**config.mk**
```make
export PLATFORM = sky130hd
export DESIGN_NAME = strict_percent_decoder_top_flat
export DESIGN_NICKNAME = d
export VERILOG_FILES = /design/src/hdl/spd_pkg.sv /design/src/hdl/spd_if.sv /design/src/hdl/spd_core.sv /design/src/hdl/strict_percent_decoder_top.sv /design/src/flat_wrapper.sv
export SDC_FILE = /design/constraint.sdc
export NUM_CORES = 1
export LEC_CHECK = 0
export BUFFER_PORTS_ARGS = -buffer_cell sky130_fd_sc_hd__buf_2
export CORE_ASPECT_RATIO = 1.2
export CORE_MARGIN = 1
export CORE_UTILIZATION = 34
export CTS_BUF_LIST = sky130_fd_sc_hd__clkbuf_4 sky130_fd_sc_hd__clkbuf_8 sky130_fd_sc_hd__clkbuf_16
export DETAILED_ROUTE_END_ITERATION = 6
export PLACE_DENSITY_LB_ADDON = 0.3
export RECOVER_POWER = 25
export SLEW_MARGIN = 25
export SYNTH_ARGS = -nofsm -noshare
export SYNTH_HDL_FRONTEND = slang
export SYNTH_SLANG_ARGS = --single-unit
```
**constraint.sdc**
```tcl
create_clock -name clk -period 6.13 [get_ports clk]
set_input_delay 0.613 -clock clk [delete_from_list [all_inputs] [get_ports clk]]
set_output_delay 0.613 -clock clk [all_outputs]
set_load 0.02 [all_outputs]
```
**src/hdl/spd_pkg.sv**
```systemverilog
// Shared types, character constants and the hex digit decode for the percent decoder.
`default_nettype none
package spd_pkg;

	localparam logic [7:0] CH_PERCENT = 8'h25;
	localparam logic [7:0] CH_ZERO    = 8'h30;
	localparam logic [7:0] CH_NINE    = 8'h39;
	localparam logic [7:0] CH_LOWER_A = 8'h61;
	localparam logic [7:0] CH_LOWER_F = 8'h66;
	localparam logic [7:0] CH_UPPER_A = 8'h41;
	localparam logic [7:0] CH_UPPER_F = 8'h46;
	localparam logic [3:0] HEX_TEN    = 4'd10;

	typedef enum logic [1:0] {
		PH_IDLE = 2'd0,
		PH_HIGH = 2'd1,
		PH_LOW  = 2'd2
	} phase_t;

	typedef enum logic [1:0] {
		ST_OK     = 2'd0,
		ST_BADHEX = 2'd1,
		ST_ZERO   = 2'd2,
		ST_TRUNC  = 2'd3
	} status_t;

	typedef struct packed {
		logic [7:0] in_char;
		logic       last_char;
	} in_item_t;

	typedef struct packed {
		logic [7:0] out_byte;
		logic       byte_valid;
		status_t    status;
		logic       end_of_string;
	} result_t;

	typedef struct packed {
		logic       ok;
		logic [3:0] value;
	} hex_digit_t;

	// Value of an ASCII hex digit in either case; ok is low for anything else.
	function automatic hex_digit_t hex_decode(input logic [7:0] ch);
		hex_digit_t d;
		d.ok    = 1'b0;
		d.value = 4'd0;
		if (ch >= CH_ZERO && ch <= CH_NINE) begin
			d.ok    = 1'b1;
			d.value = 4'(ch - CH_ZERO);
		end else if (ch >= CH_LOWER_A && ch <= CH_LOWER_F) begin
			d.ok    = 1'b1;
			d.value = 4'(ch - CH_LOWER_A) + HEX_TEN;
		end else if (ch >= CH_UPPER_A && ch <= CH_UPPER_F) begin
			d.ok    = 1'b1;
			d.value = 4'(ch - CH_UPPER_A) + HEX_TEN;
		end
		return d;
	endfunction

endpackage
`default_nettype wire

```
**src/hdl/spd_if.sv**
```systemverilog
// Valid/ready stream interfaces for the character input and the decoded result output.
`default_nettype none
interface spd_in_if;
	logic       valid;
	logic       ready;
	logic [7:0] in_char;
	logic       last_char;

	modport source (output valid, output in_char, output last_char, input ready);
	modport sink   (input valid, input in_char, input last_char, output ready);
endinterface

interface spd_out_if;
	logic       valid;
	logic       ready;
	logic [7:0] out_byte;
	logic       byte_valid;
	logic [1:0] status;
	logic       end_of_string;

	modport source (output valid, output out_byte, output byte_valid, output status,
		output end_of_string, input ready);
	modport sink   (input valid, input out_byte, input byte_valid, input status,
		input end_of_string, output ready);
endinterface
`default_nettype wire

```
**src/hdl/spd_core.sv**
```systemverilog
// Escape phase machine: decoder state registers and the per-character step logic.
`default_nettype none
module spd_core import spd_pkg::*; (
	input  wire logic     clk,
	input  wire logic     arst_n,
	input  wire logic     step,
	input  wire in_item_t item,
	output result_t       res
);

	phase_t     phase_q, phase_d;
	logic [3:0] nibble_q, nibble_d;
	status_t    err_q, err_d;

	always_ff @(posedge clk or negedge arst_n) begin
		if (!arst_n) begin
			phase_q  <= PH_IDLE;
			nibble_q <= 4'd0;
			err_q    <= ST_OK;
		end else if (step) begin
			phase_q  <= phase_d;
			nibble_q <= nibble_d;
			err_q    <= err_d;
		end
	end

	always_comb begin
		hex_digit_t d;
		status_t    err_n;
		logic [7:0] v;
		d              = hex_decode(item.in_char);
		v              = {nibble_q, d.value};
		err_n          = err_q;
		phase_d        = PH_IDLE;
		nibble_d       = nibble_q;
		res.out_byte   = 8'd0;
		res.byte_valid = 1'b0;
		case (phase_q)
			PH_HIGH: begin
				// A cut-short escape outranks a bad high digit on the last character.
				if (err_q == ST_OK) begin
					if (item.last_char) begin
						err_n = ST_TRUNC;
					end else if (!d.ok) begin
						err_n = ST_BADHEX;
					end
				end
				nibble_d = d.value;
				phase_d  = PH_LOW;
			end
			PH_LOW: begin
				if (!d.ok) begin
					if (err_q == ST_OK) err_n = ST_BADHEX;
				end else if (v == 8'd0) begin
					if (err_q == ST_OK) err_n = ST_ZERO;
				end else if (err_q == ST_OK) begin
					res.out_byte   = v;
					res.byte_valid = 1'b1;
				end
				phase_d = PH_IDLE;
			end
			default: begin
				if (item.in_char == CH_PERCENT) begin
					if (item.last_char && err_q == ST_OK) err_n = ST_TRUNC;
					phase_d = PH_HIGH;
				end else if (err_q == ST_OK) begin
					res.out_byte   = item.in_char;
					res.byte_valid = 1'b1;
				end
			end
		endcase
		res.status        = err_n;
		res.end_of_string = item.last_char;
		err_d             = err_n;
		// The end of a string puts everything back to idle.
		if (item.last_char) begin
			phase_d  = PH_IDLE;
			nibble_d = 4'd0;
			err_d    = ST_OK;
		end
	end

endmodule
`default_nettype wire

```
**src/hdl/strict_percent_decoder_top.sv**
```systemverilog
// Top level of the strict percent decoder: input register, phase machine, result register.
//
//  Channel | Interface  | Direction | Payload
//  chars   | spd_in_if  | in        | in_char[7:0], last_char
//  bytes   | spd_out_if | out       | out_byte[7:0], byte_valid, status[1:0], end_of_string
//
// One character is taken per cycle unless the output stalls; each result is registered.
// Each character gives exactly one result transaction.
// Reset (arst_n low) returns the escape phase, held nibble and sticky error to idle.
// A stalled output holds its result; the input register keeps accepting until both
// the input and result registers are full.
`default_nettype none
module strict_percent_decoder_top import spd_pkg::*; (
	input wire logic  clk,
	input wire logic  arst_n,
	spd_in_if.sink    chars,
	spd_out_if.source bytes
);

	logic     valid_s1;
	in_item_t item_s1;
	logic     valid_s2;
	result_t  res_s2;
	result_t  res;
	logic     adv;

	assign adv         = valid_s1 && (!valid_s2 || bytes.ready);
	assign chars.ready = !valid_s1 || adv;

	always_ff @(posedge clk or negedge arst_n) begin
		if (!arst_n) begin
			valid_s1 <= 1'b0;
			valid_s2 <= 1'b0;
		end else begin
			if (chars.valid && chars.ready) begin
				valid_s1 <= 1'b1;
			end else if (adv) begin
				valid_s1 <= 1'b0;
			end
			if (adv) begin
				valid_s2 <= 1'b1;
			end else if (bytes.ready) begin
				valid_s2 <= 1'b0;
			end
		end
	end

	always_ff @(posedge clk) begin
		if (chars.valid && chars.ready) begin
			item_s1.in_char   <= chars.in_char;
			item_s1.last_char <= chars.last_char;
		end
		if (adv) begin
			res_s2 <= res;
		end
	end

	spd_core u_core (
		.clk    (clk),
		.arst_n (arst_n),
		.step   (adv),
		.item   (item_s1),
		.res    (res)
	);

	assign bytes.valid         = valid_s2;
	assign bytes.out_byte      = res_s2.out_byte;
	assign bytes.byte_valid    = res_s2.byte_valid;
	assign bytes.status        = res_s2.status;
	assign bytes.end_of_string = res_s2.end_of_string;

endmodule
`default_nettype wire

```
**src/flat_wrapper.sv**
```systemverilog
// flat-port wrapper written by rule: the top's interface ports become plain ports
module strict_percent_decoder_top_flat import spd_pkg::*;
  (clk, arst_n, chars_valid, chars_in_char, chars_last_char, chars_ready, bytes_valid, bytes_out_byte, bytes_byte_valid, bytes_status, bytes_end_of_string, bytes_ready);
  spd_in_if chars_i ();
  spd_out_if bytes_i ();
  input wire logic clk;
  input wire logic arst_n;
  input wire logic [$bits(chars_i.valid)-1:0] chars_valid;
  input wire logic [$bits(chars_i.in_char)-1:0] chars_in_char;
  input wire logic [$bits(chars_i.last_char)-1:0] chars_last_char;
  output wire logic [$bits(chars_i.ready)-1:0] chars_ready;
  output wire logic [$bits(bytes_i.valid)-1:0] bytes_valid;
  output wire logic [$bits(bytes_i.out_byte)-1:0] bytes_out_byte;
  output wire logic [$bits(bytes_i.byte_valid)-1:0] bytes_byte_valid;
  output wire logic [$bits(bytes_i.status)-1:0] bytes_status;
  output wire logic [$bits(bytes_i.end_of_string)-1:0] bytes_end_of_string;
  input wire logic [$bits(bytes_i.ready)-1:0] bytes_ready;
  assign chars_i.valid = chars_valid;
  assign chars_i.in_char = chars_in_char;
  assign chars_i.last_char = chars_last_char;
  assign chars_ready = chars_i.ready;
  assign bytes_valid = bytes_i.valid;
  assign bytes_out_byte = bytes_i.out_byte;
  assign bytes_byte_valid = bytes_i.byte_valid;
  assign bytes_status = bytes_i.status;
  assign bytes_end_of_string = bytes_i.end_of_string;
  assign bytes_i.ready = bytes_ready;
  strict_percent_decoder_top u_core (.clk(clk), .arst_n(arst_n), .chars(chars_i), .bytes(bytes_i));
endmodule
```
# After elaboration in Yosys (flattened, before gate mapping)
# Cells that the tools add are included.
[totals] reg_bits=31 inputBits=13
[classes] n_addsub=5 n_reduce_logical=16 eq_ne=3 order_cmp=6 n_mux=29
[ops] op="two-way mux 9 bit" count=5
[ops] op="two-way mux 2 bit" count=11
[ops] op="case mux 9 bit (2 select lines)" count=1
[ops] op="greater-or-equal comparator 8 x 7 -> 1 bit, second input constant" count=2
[ops] op="less-or-equal comparator 8 x 7 -> 1 bit, second input constant" count=2
[ops] op="two-way mux 5 bit" count=3
[ops] op="subtractor 4 x 1 -> 4 bit, second input constant" count=3
[ops] op="adder 4 bit, second input constant" count=2
[ops] op="equality test 8 x 6 -> 1 bit, second input constant" count=1
[ops] op="greater-or-equal comparator 8 x 6 -> 1 bit, second input constant" count=1
[ops] op="less-or-equal comparator 8 x 6 -> 1 bit, second input constant" count=1
[ops] op="zero test 8 bit" count=1
[ops] op="two-way mux 4 bit" count=2
[ops] op="case mux 2 bit (2 select lines)" count=2
[ops] op="logical AND 1 bit" count=6
[ops] op="nonzero test 2 bit" count=3
[ops] op="two-way mux 1 bit" count=5
[ops] op="equality test 2 x 1 -> 1 bit, second input constant" count=1
[ops] op="equality test 2 bit, second input constant" count=1
[ops] op="zero test 1 bit" count=2
[ops] op="zero test 2 bit" count=1
[ops] op="logical OR 1 bit" count=2
[ops] op="AND reduction 2 bit" count=1

# Depth between registers and ports, before layout
# Gate-level depths: netlist of run 1.
[depth] ltp_word=10 ltp_mapped=7 ltp_nobuf=7

# Modules after synthesis
# A second synthesis of run 1 with hierarchy kept.
[hier_totals] hier_cells=151 area_unflattened_um2=1680.4
[by_module_without_submodules] module="spd_core" seq_area_each_um2=200.2 n_inst=1 area_per_inst_um2=945.9 cells_each=122
[by_module_without_submodules] module="strict_percent_decoder_top" seq_area_each_um2=680.7 n_inst=1 area_per_inst_um2=734.5 cells_each=29

# Least setup slack after synthesis of run 1
# No wires, ideal clock.
[synth_timing] path_kind="register -> register" startpoint="register u_core.item_s1[2] in the netlist's numbering" endpoint="register u_core.res_s2 (netlist bit u_core.bytes.status[1]), data pin" setup_slack_ps=4044 stages_incl_launch_ff=8 t_arrival_ps=1823 n_path_buf=0 path_cell_list="edfxtp_1 -> inv_1 -> ha_1 -> o21bai_1 -> a21oi_1 -> mux2_2 -> a41oi_1 -> nor2_1"
[synth_lines] element="start: declaration" line_no="strict_percent_decoder_top.sv:21" rtl="in_item_t item_s1;"
[synth_lines] element="end signal: assignment" line_no="strict_percent_decoder_top.sv:54" rtl="res_s2 <= res;"
[synth_lines] element="end: declaration" line_no="strict_percent_decoder_top.sv:23" rtl="result_t res_s2;"

==> run summary, run 1 <==
status -> completed
Clk Tree Root Cell -> clkbuf_8
Die X-Extent -> 66.3 um
Worst Setup SP -> u_core.item_s1[2]
CTS tree -> done
All-Layer GR Usage -> 14.6%
largest cells by area after synthesis -> edfxtp_1, dfrtp_1, ha_1, a22o_1, nor2_1
nets -> 196
Antenna Nets Post-Route -> 0
Reg clk slew, reported paths -> 0.06 ns
Setup TNS Final -> 0 ns
Ys Warns -> 0
RR Startpoint -> u_core.item_s1[2]
worst-margin pin slew -> 0.851 ns
fin area -> 0.00196 mm^2
Rows -> 27
IO Port Bufs -> 26
Synth Area per Inst -> 11.6 um^2
largest net degree at the start of global routing -> 21
total design power -> 468 uW
vias in the first global route -> 1200
pre-CTS WS -> 3.75 ns
Worst Setup Start Kind -> flip-flop
fin crit share -> 39.1%
fraction of layout instances using a drive strength above 1 -> 24.3%
DRT Wirelength -> 3.45 mm
Setup crit end kind -> flip-flop
Yosys reg bits -> 31
TritonCTS Buffers -> 5
global-route wire length before repair -> 5.69 mm
Hold Vio Cnt, Final -> 0
vias per cell -> 5.40
Initial Util -> 35.9%
Yosys top cell area share -> 37.4%
Core ar. -> 0.00470 mm^2
clock skew -> 0.00433 ns
P&R area growth vs syn -> 16.3%
worst skew pair latency -> 0.27 ns
PnR worst setup slack -> 3.74 ns
die area -> 0.00525 mm^2
number of buffers inserted by hold repair at cts -> 0
Worst EP arrival -> 2.41 ns
flop-to-flop setup slack -> 3.74 ns
Period minus WS final -> 2.39 ns
Cells after Synth -> 146
clock sinks -> 31
RSZ-0062 raised after global routing -> no
wire length per cell after detailed routing -> 14.7 um
count of different cell masters after synthesis -> 52
GPL Wtd Cong -> 0.890
CP Capture Point -> u_core.bytes.status[1]
Pleak -> 0.802 nW
Crit path required time -> 6.15 ns
Power Density -> 238 mW/mm^2
pins over their slew limit -> 0
post-CTS sizing -> 0
max frequency -> 418 MHz
Yosys top cell by area -> edfxtp_1
Final setup viols -> 0
slew margin rel. -> 42.8%
crit path kind -> flip-flop to flip-flop
Max H-tree Level -> 2
Post-DP HPWL -> 2.62 mm
top_reg_cell synth -> edfxtp_1
drt first pass iters -> 4
routed vias -> 1268
IO Pins -> 27
antenna violations before repair -> 0
max-cap viol count -> 0
crit-path max FO -> 7
DR DRC count -> 0
Overflow after GRT -> 0
Die Y -> 79.2 um
Reg-to-Reg End -> u_core.bytes.status[1]
EDFF count, synth -> 21
clk buf depth -> 2
Placed Area -> 0.00187 mm^2
Seq/Total Area, Yosys -> 52.2%
hold crit path type -> primary input to async pin
initial DRC count -> 36
Post-Syn Nets -> 166
Post-Synthesis Cell Area -> 0.00169 mm^2
diodes inserted -> 0
Max VDD drop -> 0.152 mV
Async SR Flop Fraction -> 32.3%
r2r worst-path depth -> 7
number of post-CTS setup repair buffers -> 0
layout make-up:
cell class | instances | area, um^2
Fill cell | 454 | 2730
Sequential cell | 31 | 881
Multi-Input combinational cell | 102 | 749
Timing Repair Buffer | 26 | 129
Clock buffer | 7 | 90.1
Tap cell | 58 | 72.6
Inverter | 10 | 37.5
Clock inverter | 1 | 3.75
layout by cell type, fill, tap and decap left out, types with 2 or more instances in the layout:
cell,count
and2_1,2
edfxtp_1,21
o21ai_1,3
nor2_1,12
inv_1,9
mux2_2,2
dfrtp_1,10
o211ai_1,2
nor3_1,3
o21ai_0,7
a21oi_1,6
nand2b_1,3
buf_2,25
nand3_1,3
ha_1,7
a22o_1,7
clkbuf_8,6
nand2_1,11
nand4_1,2
a31oi_1,2
through the flow:
| stage | std cells | util [%] | hold slack [ns] |
|---|---|---|---|
| after global routing | 235 | 41.8 | 0.340 |
| after global placement | 227 | 39.8 | 0.475 |
| after CTS | 235 | 41.8 | 0.201 |
| after floorplan | 146 | - | 0.317 |
| after detailed placement | 227 | 39.8 | 0.497 |
| final | 235 | 41.8 | 0.327 |
worst min-delay path by stage:
stage                                    end            start  depth (start not counted)
after floorplan           u_core.bytes.valid           arst_n                          0
after global placement    u_core.bytes.valid  u_core.valid_s1                          1
after detailed placement  u_core.bytes.valid           arst_n                          1
after CTS                 u_core.bytes.valid           arst_n                          1
after global routing         u_core.valid_s1           arst_n                          1
final                        u_core.valid_s1           arst_n                          1
Yosys cell counts (3+ instances only):
master and count:
edfxtp_1 21, nor2_1 12, nand2_1 11, dfrtp_1 10, inv_1 9, a22o_1 7
ha_1 7, o21ai_0 7, a21oi_1 6, nand2b_1 3, nand3_1 3, nor3_1 3
o21ai_1 3
report_power, final:
group,switching (mW),leakage [nW],total (mW),internal (mW)
sequential,0.00905,0.333,0.246,0.237
clock,0.0715,0.0493,0.166,0.0942
combinational,0.0361,0.420,0.0558,0.0197
total,0.117,0.802,0.468,0.351
critical path, cell delays in order (launching register included):
cell,delay (ns)
edfxtp_1,0.49
inv_1,0.17
ha_1,0.26
o21bai_1,0.14
a21oi_1,0.24
mux2_2,0.43
a41oi_1,0.32
nor2_1,0.09
metal layers:
metal	global-route usage [%]	share of wire, %	vias up
met5	0	0	-
met4	4.68	2.4	0
met3	3.88	5.9	10
met2	25.6	50	49
met1	16.9	42	600
li1	-	-	609
state kept, by name, summed over array words and instances, names as in the netlist:
register and count:
u_core.bytes.status 2, u_core.bytes.byte_valid 1, u_core.item_s1 9, u_core.bytes.end_of_string 1, u_core.u_core.nibble_q 4, u_core.valid_s1 1, u_core.bytes.valid 1, u_core.u_core.phase_q 2
u_core.u_core.err_q 2, u_core.bytes.out_byte 8
cell families after synthesis:
family,share of synthesized area (%)
simple gates,16.3
compound gates,21.6
flops,52.2
buf+inv,3.41
fa+ha+maj,5.19
mux,1.33
Note: power is estimated with default switching activity, not from simulation.
==> run 2, diff against run 1 <==
Settings changed: ABC_AREA from default to 1.
Clock period 6.13 ns to 2.2 ns, I/O delays scaled along.
==> run summary, run 2 <==
status -> completed (unchanged)
GPL Wtd Cong -> 0.812 (was 0.890)
Antenna Nets Post-Route -> 0 (unchanged)
Yosys reg bits -> 31 (unchanged)
PnR worst setup slack -> 0.138 ns (was 3.74 ns)
Overflow after GRT -> 0 (unchanged)
total design power -> 1.54 mW (was 468 uW)
Post-Synthesis Cell Area -> 0.00163 mm^2 (was 0.00169 mm^2)
commonest non-fill, non-tap cell in the layout -> nand2_1 (was buf_2)
clk buf depth -> 2 (unchanged)
vias in the first global route -> 1199 (was 1200)
Ys Warns -> 0 (unchanged)
most frequent cells in the layout -> nand2_1, buf_2, edfxtp_1 (was buf_2, edfxtp_1, nor2_1)
Yosys top cell area share -> 38.8% (was 37.4%)
Rows -> 27 (unchanged)
WHS Path Cells -> 1
largest net degree at the start of global routing -> 16 (was 21)
Clk Tree Root Cell -> clkbuf_8 (unchanged)
die area -> 0.00507 mm^2 (was 0.00525 mm^2)
P&R area growth vs syn -> 25.1% (was 16.3%)
clock sinks -> 31 (unchanged)
Power Density -> 755 mW/mm^2 (was 238 mW/mm^2)
most common cell in the netlist -> nand2_1 (was edfxtp_1)
crit-path max FO -> 7 (unchanged)
diodes inserted -> 0 (unchanged)
Max VDD drop -> 0.338 mV (was 0.152 mV)
routed vias -> 1273 (was 1268)
Crit path required time -> 2.34 ns (was 6.15 ns)
slew margin rel. -> 63.5% (was 42.8%)
crit path kind -> flip-flop to flip-flop (unchanged)
Period minus WS final -> 2.06 ns (was 2.39 ns)
Initial Util -> 35.4% (was 35.9%)
largest cells by area after synthesis -> edfxtp_1, dfrtp_1, nand2_1, ha_1, o21ai_2 (was edfxtp_1, dfrtp_1, ha_1, a22o_1, nor2_1)
Reg with most FFs -> u_core.item_s1 (unchanged)
Setup crit end kind -> flip-flop (unchanged)
Worst Setup SP -> u_core.item_s1[1] (was u_core.item_s1[2])
Placed Instances -> 254 (was 227)
CTS tree -> done (unchanged)
fraction of layout instances using a drive strength above 1 -> 35.2% (was 24.3%)
Synth Area per Inst -> 9.62 um^2 (was 11.6 um^2)
Hold Vio Cnt, Final -> 0 (unchanged)
hold crit path type -> primary input to flip-flop (was primary input to async pin)
Final setup viols -> 0 (unchanged)
TritonCTS Buffers -> 5 (unchanged)
r2r worst-path depth -> 12 (was 7)
Reg clk slew, reported paths -> 0.06 ns (about the same)
Seq/Total Area, Yosys -> 54.2% (was 52.2%)
All-Layer GR Usage -> 13.7% (was 14.6%)
Post-Syn Nets -> 189 (was 166)
clock skew -> 0.00474 ns (was 0.00433 ns)
Die X-Extent -> 65.1 um (was 66.3 um)
min-delay src -> chars_in_char[6]
IO Port Bufs -> 26 (unchanged)
pins over their slew limit -> 0 (unchanged)
nets -> 229 (was 196)
RR Startpoint -> u_core.item_s1[1] (was u_core.item_s1[2])
pre-CTS WS -> 0.101 ns (was 3.75 ns)
filler cell count -> 466 (was 454)
top post-synthesis cells by count -> nand2_1, edfxtp_1, inv_1 (was edfxtp_1, nor2_1, nand2_1)
antenna violations before repair -> 0 (unchanged)
Core ar. -> 0.00459 mm^2 (was 0.00470 mm^2)
IO Pins -> 27 (unchanged)
Worst Setup Start Kind -> flip-flop (unchanged)
Yosys top cell by area -> edfxtp_1 (unchanged)
initial DRC count -> 59 (was 36)
wire length per cell after detailed routing -> 11.9 um (was 14.7 um)
Worst EP arrival -> 2.20 ns (was 2.41 ns)
EDFF count, synth -> 21 (unchanged)
Pleak -> 0.918 nW (was 0.802 nW)
max-cap viol count -> 0 (unchanged)
Cells after Synth -> 169 (was 146)
Post-DP HPWL -> 2.41 mm (was 2.62 mm)
global-route wire length before repair -> 5.18 mm (was 5.69 mm)
max frequency -> 485 MHz (was 418 MHz)
DR DRC count -> 0 (unchanged)
drt first pass iters -> 4 (unchanged)
worst skew pair latency -> 0.28 ns (was 0.27 ns)
Max H-tree Level -> 2 (unchanged)
Async SR Flop Fraction -> 32.3% (unchanged)
vias per cell -> 4.75 (was 5.40)
fin crit share -> 93.7% (was 39.1%)
max reg flops -> 9 (unchanged)
worst-margin pin slew -> 0.548 ns (was 0.851 ns)
Setup TNS Final -> 0 ns (unchanged)
top_reg_cell synth -> edfxtp_1 (unchanged)
Final Non-Filler Cells -> 268 (was 235)
DRT Wirelength -> 3.19 mm (was 3.45 mm)
count of different cell masters after synthesis -> 25 (was 52)
Die Y -> 77.8 um (was 79.2 um)
==> run 2: changes by cell type after synthesis, moves of 4 or more <==
cell | before | now
inv_1 | 9 | 18
nand2_1 | 11 | 40
inv_2 | 1 | 9
nor2_2 | 0 | 4
nand3_1 | 3 | 8
a22o_1 | 7 | 0
o21ai_2 | 0 | 8
==> run 2: stage by stage <==
step                      utilization [%]  hold slack, ns  area [um^2]
after floorplan                         -         -0.0756         1630
after global placement               40.0          0.0879         1840
after detailed placement             40.0          0.0938         1840
after CTS                            42.8          0.0988         1960
after global routing                 44.3          0.0939         2030
final                                44.3           0.107         2030
==> run 2: cell families after synthesis <==
family	Yosys count	synth area share, %
and+or+nand+nor	76	22.2
AOI/OAI and AO/OA	27	11.8
adders and majority gates	7	5.38
DFF	31	54.2
buffers and inverters	28	6.46
==> run 2: worst paths after layout <==
kind	end	slack, ns
max	u_core.bytes.out_byte[2]	0.14
min	u_core.item_s1[7]	0.11
max reg2reg	u_core.bytes.out_byte[2]	0.14
min reg2reg	u_core.bytes.end_of_string	0.53
max in group asynchronous	u_core.u_core.err_q[1]	1.41
min in group asynchronous	u_core.u_core.err_q[0]	0.43
==> run 2: critical path: stages (launching register included) <==
cell and delay [ns]:
edfxtp_1 0.48, inv_2 0.12, ha_4 0.15, o21ai_0 0.08, nand2_1 0.09, nand2_2 0.10, nor2_8 0.16, o21ai_2 0.11
nand2_2 0.09, inv_2 0.05, a21oi_4 0.17, nand3_4 0.15, o21ai_2 0.17
==> run 2: layer usage <==
layer / GRT usage (%) / vias to the layer above / routed length (um)
li1: - / 641 / -
met1: 15.6 / 588 / 1280
met2: 22.2 / 36 / 1660
met3: 3.82 / 8 / 153
met4: 8.48 / 0 / 95
met5: 0 / - / 0
==> run 2: power by group <==
| part | leakage, nW | internal [mW] | switching [mW] |
|---|---|---|---|
| clock network | 0.0612 | 0.366 | 0.208 |
| logic | 0.522 | 0.0859 | 0.170 |
| registers | 0.335 | 0.681 | 0.0241 |
==> run 2: area by class of cell <==
type / count / area (um^2) / area share [%]
inverters: 28 / 105 / 5.17
flip-flops and latches: 31 / 881 / 43.3
well taps: 58 / 72.6 / 3.57
clock inverters: 2 / 35.0 / 1.72
clock buffers: 6 / 82.6 / 4.06
multi-input cells: 110 / 674 / 33.1
repair buffers: 33 / 184 / 9.04
==> run 2: what timing repair did <==
| action | 4_1_cts | 5_1_grt |
|---|---|---|
| hold endpoints to repair | 10 | 0 |
| setup endpoints to repair | 0 | 10 |
| gates resized for setup | 0 | 10 |
| hold buffers | 1 | 0 |
| buffers inserted | 0 | 5 |
